**src/hw/rtl/rfpwd_pkg.sv**
```systemverilog
// Shared types, register indexes and window compare for the pulse width decoder.
package rfpwd_pkg;

   localparam int TICK_W  = 10;
   localparam int TOL_W   = 8;
   localparam int CSR_IDX_W = 3;
   localparam int CSR_DATA_W = 10;
   localparam int COUNT_W = 5;

   localparam logic [CSR_IDX_W-1:0] CSR_ONE_HIGH  = 3'd0;
   localparam logic [CSR_IDX_W-1:0] CSR_ONE_LOW   = 3'd1;
   localparam logic [CSR_IDX_W-1:0] CSR_ZERO_HIGH = 3'd2;
   localparam logic [CSR_IDX_W-1:0] CSR_ZERO_LOW  = 3'd3;
   localparam logic [CSR_IDX_W-1:0] CSR_HDR_LOW   = 3'd4;
   localparam logic [CSR_IDX_W-1:0] CSR_BIT_TOL   = 3'd5;
   localparam logic [CSR_IDX_W-1:0] CSR_HDR_TOL   = 3'd6;

   localparam logic [TICK_W-1:0] RST_ONE_HIGH  = 10'd77;
   localparam logic [TICK_W-1:0] RST_ONE_LOW   = 10'd22;
   localparam logic [TICK_W-1:0] RST_ZERO_HIGH = 10'd28;
   localparam logic [TICK_W-1:0] RST_ZERO_LOW  = 10'd73;
   localparam logic [TICK_W-1:0] RST_HDR_LOW   = 10'd753;
   localparam logic [TOL_W-1:0]  RST_BIT_TOL   = 8'd10;
   localparam logic [TOL_W-1:0]  RST_HDR_TOL   = 8'd20;

   localparam logic [COUNT_W-1:0] COUNT_MAX = 5'd31;

   localparam logic [7:0] CMD_DRIVE_ON  = 8'd0;
   localparam logic [7:0] CMD_DRIVE_OFF = 8'd1;

   typedef struct packed {
      logic [TICK_W-1:0] one_high;
      logic [TICK_W-1:0] one_low;
      logic [TICK_W-1:0] zero_high;
      logic [TICK_W-1:0] zero_low;
      logic [TICK_W-1:0] hdr_low;
      logic [TOL_W-1:0]  bit_tol;
      logic [TOL_W-1:0]  hdr_tol;
   } cfg_type;

   typedef struct packed {
      logic       drive_on;
      logic [7:0] byte_third;
      logic [7:0] byte_second;
      logic [7:0] byte_first;
      logic       frame_done;
   } result_type;

   // t above nom - tol, compared as t + tol > nom to stay unsigned
   function automatic logic above_low(input logic [TICK_W-1:0] t,
                                      input logic [TICK_W-1:0] nom,
                                      input logic [TOL_W-1:0]  tol);
      logic [TICK_W:0] sum;
      sum = {1'b0, t} + {{(TICK_W-TOL_W+1){1'b0}}, tol};
      return sum > {1'b0, nom};
   endfunction

   function automatic logic in_window(input logic [TICK_W-1:0] t,
                                      input logic [TICK_W-1:0] nom,
                                      input logic [TOL_W-1:0]  tol);
      logic [TICK_W:0] hi;
      hi = {1'b0, nom} + {{(TICK_W-TOL_W+1){1'b0}}, tol};
      return above_low(t, nom, tol) && ({1'b0, t} < hi);
   endfunction

endpackage

```
**src/hw/rtl/rf_remote_pulse_width_decoder.sv**
```systemverilog
// Top level of the remote control pulse width decoder.
//
// Usage: each req_ transfer carries one finished pulse, req_tuser its level
// (1 high, 0 low) and req_tdata its length in 16 us ticks. Every pulse gives
// exactly one rsp_ transfer: rsp_tuser is 1 when an end code closed a frame,
// rsp_tdata then holds the three received bytes and always the drive state.
// Two register stages: the req_ transfer loads the input register, and the
// output register takes the decoded pulse from it once the output register
// is empty or its item is being taken; rsp_tvalid then rises.
// One pulse is taken per cycle while rsp_tready stays high; the combinational
// decode path sets it.
// When the receiver stalls, the output register holds its item and the input
// register takes one more pulse before req_tready drops.
// Reset clears both stages, the frame state and the drive state, and loads
// the timing registers with their defaults. The csr_ port writes one timing
// register per cycle and is to be used only while no pulse is in flight.
module rf_remote_pulse_width_decoder
   import rfpwd_pkg::*;
#(
   parameter int FRAME_BITS = 24
)
(
   input  logic                  clock,
   input  logic                  reset,
   input  logic                  req_tvalid,
   output logic                  req_tready,
   input  logic [15:0]           req_tdata,   // [9:0] pulse_ticks
   input  logic                  req_tuser,   // [0] pulse_level
   output logic                  rsp_tvalid,
   input  logic                  rsp_tready,
   output logic [31:0]           rsp_tdata,   // [7:0] byte_first, [15:8] byte_second,
                                              // [23:16] byte_third, [24] drive_on
   output logic                  rsp_tuser,   // [0] frame_done
   input  logic                  csr_we,
   input  logic [CSR_IDX_W-1:0]  csr_index,
   input  logic [CSR_DATA_W-1:0] csr_wdata
);

   cfg_type           cfg;
   result_type        result;
   logic              in_valid_ff, in_valid_in;
   logic              in_level_ff;
   logic [TICK_W-1:0] in_ticks_ff;
   logic              rsp_valid_ff, rsp_valid_in;
   result_type        rsp_ff;
   logic              advance;
   logic              step;

   rfpwd_cfg u_cfg (
      .clock     (clock),
      .reset     (reset),
      .csr_we    (csr_we),
      .csr_index (csr_index),
      .csr_wdata (csr_wdata),
      .cfg       (cfg)
   );

   rfpwd_decode #(
      .FRAME_BITS (FRAME_BITS)
   ) u_decode (
      .clock       (clock),
      .reset       (reset),
      .step        (step),
      .pulse_level (in_level_ff),
      .pulse_ticks (in_ticks_ff),
      .cfg         (cfg),
      .result      (result)
   );

   assign advance      = !rsp_valid_ff || rsp_tready;
   assign step         = in_valid_ff && advance;
   assign req_tready   = !in_valid_ff || advance;
   assign in_valid_in  = req_tready ? req_tvalid : in_valid_ff;
   assign rsp_valid_in = advance ? in_valid_ff : rsp_valid_ff;

   always_ff @(posedge clock) begin
      if (reset) begin
         in_valid_ff  <= 1'b0;
         rsp_valid_ff <= 1'b0;
      end else begin
         in_valid_ff  <= in_valid_in;
         rsp_valid_ff <= rsp_valid_in;
      end
   end

   always_ff @(posedge clock) begin
      if (req_tvalid && req_tready) begin
         in_level_ff <= req_tuser;
         in_ticks_ff <= req_tdata[TICK_W-1:0];
      end
      if (step) begin
         rsp_ff <= result;
      end
   end

   assign rsp_tvalid = rsp_valid_ff;
   assign rsp_tuser  = rsp_ff.frame_done;
   assign rsp_tdata  = {7'd0, rsp_ff.drive_on, rsp_ff.byte_third,
                        rsp_ff.byte_second, rsp_ff.byte_first};

endmodule

```
**src/hw/rtl/rfpwd_cfg.sv**
```systemverilog
// Timing register file, written through the plain write port.
module rfpwd_cfg
   import rfpwd_pkg::*;
(
   input  logic                  clock,
   input  logic                  reset,
   input  logic                  csr_we,
   input  logic [CSR_IDX_W-1:0]  csr_index,
   input  logic [CSR_DATA_W-1:0] csr_wdata,
   output cfg_type               cfg
);

   cfg_type cfg_ff;
   cfg_type cfg_in;

   always_comb begin
      cfg_in = cfg_ff;
      if (csr_we) begin
         case (csr_index)
            CSR_ONE_HIGH:  cfg_in.one_high  = csr_wdata;
            CSR_ONE_LOW:   cfg_in.one_low   = csr_wdata;
            CSR_ZERO_HIGH: cfg_in.zero_high = csr_wdata;
            CSR_ZERO_LOW:  cfg_in.zero_low  = csr_wdata;
            CSR_HDR_LOW:   cfg_in.hdr_low   = csr_wdata;
            CSR_BIT_TOL:   cfg_in.bit_tol   = csr_wdata[TOL_W-1:0];
            CSR_HDR_TOL:   cfg_in.hdr_tol   = csr_wdata[TOL_W-1:0];
            default:       cfg_in = cfg_ff;
         endcase
      end
   end

   always_ff @(posedge clock) begin
      if (reset) begin
         cfg_ff.one_high  <= RST_ONE_HIGH;
         cfg_ff.one_low   <= RST_ONE_LOW;
         cfg_ff.zero_high <= RST_ZERO_HIGH;
         cfg_ff.zero_low  <= RST_ZERO_LOW;
         cfg_ff.hdr_low   <= RST_HDR_LOW;
         cfg_ff.bit_tol   <= RST_BIT_TOL;
         cfg_ff.hdr_tol   <= RST_HDR_TOL;
      end else begin
         cfg_ff <= cfg_in;
      end
   end

   assign cfg = cfg_ff;

endmodule

```
**src/hw/rtl/rfpwd_decode.sv**
```systemverilog
// Frame state and per-pulse decode: windows, bit shifting, byte latching, end code.
module rfpwd_decode
   import rfpwd_pkg::*;
#(
   parameter int FRAME_BITS = 24
)
(
   input  logic              clock,
   input  logic              reset,
   input  logic              step,
   input  logic              pulse_level,
   input  logic [TICK_W-1:0] pulse_ticks,
   input  cfg_type           cfg,
   output result_type        result
);

   logic               receiving_ff, receiving_in;
   logic               pend_one_ff, pend_one_in;
   logic               pend_zero_ff, pend_zero_in;
   logic               drive_ff, drive_in;
   logic [COUNT_W-1:0] count_ff, count_in;
   logic [7:0]         shift_ff, shift_in;
   logic [7:0]         held_ff [3];
   logic [7:0]         held_in [3];

   logic               win_one_hi, win_zero_hi, win_one_lo, win_zero_lo;
   logic               win_hdr, end_len, take, bit_val, done;
   logic [7:0]         base;
   logic [7:0]         bit_word;
   logic [COUNT_W-1:0] count_inc;

   always_comb begin
      win_one_hi  = in_window(pulse_ticks, cfg.one_high, cfg.bit_tol);
      win_zero_hi = in_window(pulse_ticks, cfg.zero_high, cfg.bit_tol);
      win_one_lo  = in_window(pulse_ticks, cfg.one_low, cfg.bit_tol);
      win_zero_lo = in_window(pulse_ticks, cfg.zero_low, cfg.bit_tol);
      win_hdr     = in_window(pulse_ticks, cfg.hdr_low, cfg.hdr_tol);
      end_len     = above_low(pulse_ticks, cfg.hdr_low, cfg.bit_tol);
   end

   always_comb begin
      receiving_in = receiving_ff;
      pend_one_in  = pend_one_ff;
      pend_zero_in = pend_zero_ff;
      drive_in     = drive_ff;
      count_in     = count_ff;
      shift_in     = shift_ff;
      held_in      = held_ff;
      take         = 1'b0;
      bit_val      = 1'b0;
      done         = 1'b0;

      if (pulse_level) begin
         if (receiving_ff) begin
            pend_one_in  = win_one_hi;
            pend_zero_in = !win_one_hi && win_zero_hi;
         end
      end else if (receiving_ff) begin
         if (win_one_lo && pend_one_ff) begin
            take    = 1'b1;
            bit_val = 1'b1;
         end else if (!win_one_lo && win_zero_lo && pend_zero_ff) begin
            take = 1'b1;
         end else begin
            receiving_in = 1'b0;
            pend_one_in  = 1'b0;
            pend_zero_in = 1'b0;
            count_in     = '0;
            if (!win_one_lo && !win_zero_lo && pend_zero_ff && end_len) begin
               done = 1'b1;
               if (held_ff[2] == CMD_DRIVE_ON) begin
                  drive_in = 1'b1;
               end else if (held_ff[2] == CMD_DRIVE_OFF) begin
                  drive_in = 1'b0;
               end
            end
         end
      end else if (win_hdr) begin
         receiving_in = 1'b1;
         pend_one_in  = 1'b0;
         pend_zero_in = 1'b0;
         count_in     = '0;
      end

      // first bit of a frame starts from cleared bytes
      base      = (count_ff == '0) ? 8'd0 : shift_ff;
      bit_word  = base | {7'd0, bit_val};
      count_inc = (count_ff < COUNT_MAX) ? count_ff + 5'd1 : count_ff;

      if (take) begin
         count_in = count_inc;
         shift_in = {bit_word[6:0], 1'b0};
         if (count_ff == '0) begin
            held_in[0] = 8'd0;
            held_in[1] = 8'd0;
            held_in[2] = 8'd0;
         end
         for (int k = 0; k < 3; k++) begin
            if ((count_inc == COUNT_W'(8 * (k + 1))) && (8 * (k + 1) <= FRAME_BITS)) begin
               held_in[k] = bit_word;
            end
         end
      end
   end

   always_ff @(posedge clock) begin
      if (reset) begin
         receiving_ff <= 1'b0;
         pend_one_ff  <= 1'b0;
         pend_zero_ff <= 1'b0;
         drive_ff     <= 1'b0;
         count_ff     <= '0;
         shift_ff     <= '0;
         held_ff[0]   <= '0;
         held_ff[1]   <= '0;
         held_ff[2]   <= '0;
      end else if (step) begin
         receiving_ff <= receiving_in;
         pend_one_ff  <= pend_one_in;
         pend_zero_ff <= pend_zero_in;
         drive_ff     <= drive_in;
         count_ff     <= count_in;
         shift_ff     <= shift_in;
         held_ff      <= held_in;
      end
   end

   always_comb begin
      result.frame_done  = done;
      result.byte_first  = done ? held_ff[0] : 8'd0;
      result.byte_second = done ? held_ff[1] : 8'd0;
      result.byte_third  = done ? held_ff[2] : 8'd0;
      result.drive_on    = drive_in;
   end

endmodule

```
**config.mk**
```make
export PLATFORM = sky130hd
export DESIGN_NAME = rf_remote_pulse_width_decoder
export DESIGN_NICKNAME = d
export VERILOG_FILES = /design/src/hw/rtl/rfpwd_pkg.sv /design/src/hw/rtl/rf_remote_pulse_width_decoder.sv /design/src/hw/rtl/rfpwd_cfg.sv /design/src/hw/rtl/rfpwd_decode.sv
export SDC_FILE = /design/constraint.sdc
export NUM_CORES = 1
export LEC_CHECK = 0
export BUFFER_PORTS_ARGS = -buffer_cell sky130_fd_sc_hd__buf_4
export CELL_PAD_IN_SITES_DETAIL_PLACEMENT = 1
export CELL_PAD_IN_SITES_GLOBAL_PLACEMENT = 1
export CORE_MARGIN = 4
export CORE_UTILIZATION = 48
export DETAILED_ROUTE_END_ITERATION = 16
export GPL_ROUTABILITY_DRIVEN = 0
export PLACE_DENSITY_LB_ADDON = 0.1
export SLEW_MARGIN = 15
export SYNTH_ARGS = -nofsm -noshare
export SYNTH_HDL_FRONTEND = slang
export SYNTH_SLANG_ARGS = --single-unit
```
**constraint.sdc**
```tcl
create_clock -name clock -period 6.2 [get_ports clock]
set_clock_uncertainty 0.1 [all_clocks]
set_input_delay 0.31 -clock clock [delete_from_list [all_inputs] [get_ports clock]]
set_output_delay 0.31 -clock clock [all_outputs]
set_load 0.005 [all_outputs]
```
==> impl_metrics.ini <==
[drt]
drc = 0
drtPass1Iterations = 6
routed_wirelength_mm = 30.9
viasPerCell = 5.80
drtIter0Drc = 392
vias = 8806
drtAntennaViolNets = 0
drt-wirelength-per-cell_um = 20.3

[run]
drv_cap = 0

[yosys]
ys_types = 67
synthArstFlopShare_pct = 0
seq_area_frac_synth_pct = 31.7
synth_seq_cells = 145
synth.top_cell.area_share_pct = 21.0
synth_area_leader_cell = dfxtp_1
yosysWarnings = 0
synth.cell_area_um2 = 10300
synthFlopType = dfxtp_1
synthCells = 1163
synth_area_leaders = dfxtp_1 (21%), ha_1 (20%), edfxtp_1 (11%)
synth_edf_count = 37
post_synth.cell_area_avg_um2 = 8.87

[floorplanning]
die_h_um = 155
die_width_um = 155
core_um2 = 21100
start_util_pct = 48.9
rows = 53
dieArea_um2 = 23900
io_pins = 70

[timing]
hold_viol = 0
fin_crit_sh_pct = 80.7
tightest_slew_ps = 1050
max_freq_mhz = 200
rsz0062_at_grt = false
drv_slew = 0
period_needed_ps = 5010
tns_ps = 0
setup_viol = 0
relSlewSlack_pct = 29.9

[global_route]
grt_overflow_total = 0
grt_pass1_vias = 9397
grt.total_usage_pct = 26.2
antenna_found_initial = 0
grt_max_degree = 91
grt_first_pass_wirelength_mm = 49.8

[clock_tree]
htreeDepth = 4
clk_pin_slew_worst_paths_ps = 70
clk_latency_ps = 430
clock_path_buffers = 2
cts_tree = done
clock-sinks = 145
cts_buffers = 17
postCtsSetupRepairBufs = 0
root_buffer = clkbuf_16
cts_hold_buf = 11
ctsResizeCount = 0

[setup_path]
critPathSlowestCell = dfxtp_1
cpPeakStageDelay_ps = 730
cp_cell_sequence = ha_1, a21o_1, a21oi_1, o21bai_1, a21oi_1, nor2b_1, o21a_1, nor2_1, xnor2_1, buf_4, ha_1, nor2b_1, a2111oi_0, a31oi_1, a2bb2o_4, mux2i_4, a31oi_4, a22o_1
critPathKind = flip-flop to flip-flop
end_kind = flip-flop
rr_endpoint = u_decode.held_ff[6]$_SDFFE_PP0P_
regToRegStartpoint = u_cfg.cfg[9]$_SDFFE_PP1P_
reg2reg_depth = 18
crit_arrival_ps = 5230
regToRegSetupSlack_ps = 1190
required_ps = 6420
startpoint_type = flip-flop
critical_path_peak_fanout = 11

[pwr]
p_per_area_nw_per_um2 = 227
ir_drop_mv = 0.163
p_leak_nw = 5.08

[finish]
area_growth_pct = 13.9
drive_gt1_share_pct = 9.50
final_cell_area_um2 = 11800
fin_util_pct = 55.7
nets = 1434
num_antenna_cells = 0

[placement]
io_buffers = 56
place_hpwl_mm = 23.4
placed_area_um2 = 11000

[worst_hold_path]
hold_path_depth = 3
worstHoldEndpoint = in_valid_ff$_SDFFE_PP0N_
holdCritStartpoint = req_tvalid
hold_class = input pin to flip-flop

[run_status]
status = completed
[layer usage]
layer  global-route usage [%]  vias to the layer above  part of all wire, %
met1                     34.5                     4338                   46
met3                     3.72                       35                  3.2
li1                         -                     4279                    -
met5                        0                        -                    0
met2                     45.3                      154                   49
met4                     6.43                        0                  1.7
[per-stage QoR]
stage,hold slack (ps),power (mW),setup slack [ps],cells
after detailed placement,351,1.52,1210,1474
final,10.4,2.66,1190,1517
after global placement,345,1.49,1330,1474
after global routing,22.2,2.78,796,1517
after CTS,7.87,2.67,1140,1517
after floorplan,309,1.36,1820,1169
[how the worst max path moves through the flow]
stage	end	start	slack, ps	cells after the start
2_1_floorplan	u_decode.held_ff[17]$_SDFFE_PP0P_	u_cfg.cfg[9]$_SDFFE_PP1P_	1820	17
3_3_place_gp	u_decode.held_ff[6]$_SDFFE_PP0P_	u_cfg.cfg[9]$_SDFFE_PP1P_	1330	18
3_5_place_dp	u_decode.held_ff[1]$_SDFFE_PP0P_	u_cfg.cfg[9]$_SDFFE_PP1P_	1210	18
4_1_cts	u_decode.held_ff[6]$_SDFFE_PP0P_	u_cfg.cfg[9]$_SDFFE_PP1P_	1140	18
5_1_grt	u_decode.shift_ff[5]$_SDFFE_PP0P_	u_cfg.cfg[9]$_SDFFE_PP1P_	800	18
6_report	u_decode.held_ff[6]$_SDFFE_PP0P_	u_cfg.cfg[9]$_SDFFE_PP1P_	1190	18
[cell usage after synthesis (4+ instances only)]
master / instances
buf_1: 4
dfxtp_1: 108
o21ai_0: 39
ha_1: 163
nand2_1: 153
xor2_1: 14
mux2i_1: 5
edfxtp_1: 37
and3_1: 9
a21o_1: 30
a211o_1: 16
nand2b_1: 15
o22ai_1: 7
nand3b_1: 9
nor2_1: 52
a31oi_1: 8
inv_1: 79
buf_4: 7
nor2b_1: 24
nand4_1: 8
o21bai_1: 14
nor3_1: 14
a22o_1: 23
and2_1: 27
nand3_1: 36
o21a_1: 16
clkbuf_1: 22
fa_1: 7
o211ai_1: 6
a41oi_1: 6
a21oi_1: 108
xnor2_1: 40
or3_1: 4
[worst max-delay path: cells and delay by family (launching register included)]
family / cells / cell delay [ps]
XOR/XNOR: 1 / 140
AND/OR/NAND/NOR: 3 / 380
buffers and inverters: 1 / 180
multiplexers: 1 / 530
flip-flops: 1 / 730
adder cells (fa/ha/maj): 2 / 590
AO/OA/AOI/OAI: 10 / 2240
[where the power goes]
part / switching (mW) / internal [mW] / leakage, nW
combinational: 0.283 / 0.207 / 3.56
sequential: 0.0288 / 0.994 / 1.21
clock: 0.494 / 0.656 / 0.314
[placed cells by master, fill, tap and decap left out, drive strengths merged, types with 11 or more instances in the layout]
cell type    count
edfxtp          37
a21oi          108
a211o           16
a22o            23
and2            27
nand3           36
nor2            53
inv             88
buf             66
clkbuf          17
xor2            14
xnor2           40
nor2b           24
nand2b          15
nand2          153
o21bai          14
a21o            30
ha             163
nor3            17
a31oi           11
o21ai           41
dfxtp          108
dlygate4sd3     11
o21a            16
[cell type report]
| type | count | area [um2] |
|---|---|---|
| sequential | 145 | 3270 |
| clock buffer | 17 | 425 |
| multi-input combinational | 908 | 6590 |
| timing repair buffer | 77 | 606 |
| clock inverter | 15 | 213 |
| inverter | 80 | 300 |
| tap | 275 | 344 |
| fill | 2471 | 9340 |
[kinds of logic after synthesis]
kind of cell    Yosys count  synth area share, %
flops                   145                 31.7
compound gates          301                 19.7
mux                       8                0.958
buf+inv                 116                 4.63
fa+ha+maj               170                 21.1
simple gates            368                 17.2
xor+xnor                 54                 4.59
other cells               1               0.0364
[flip-flops by register name, summed over array words and instances, names as in the netlist, 5 cells and up]
signal / cells
u_decode.count_ff: 5
rsp_tdata: 25
u_decode.shift_ff: 7
u_cfg.cfg: 66
in_ticks_ff: 10
u_decode.held_ff: 24
Note: power is estimated with default switching activity, not from simulation.
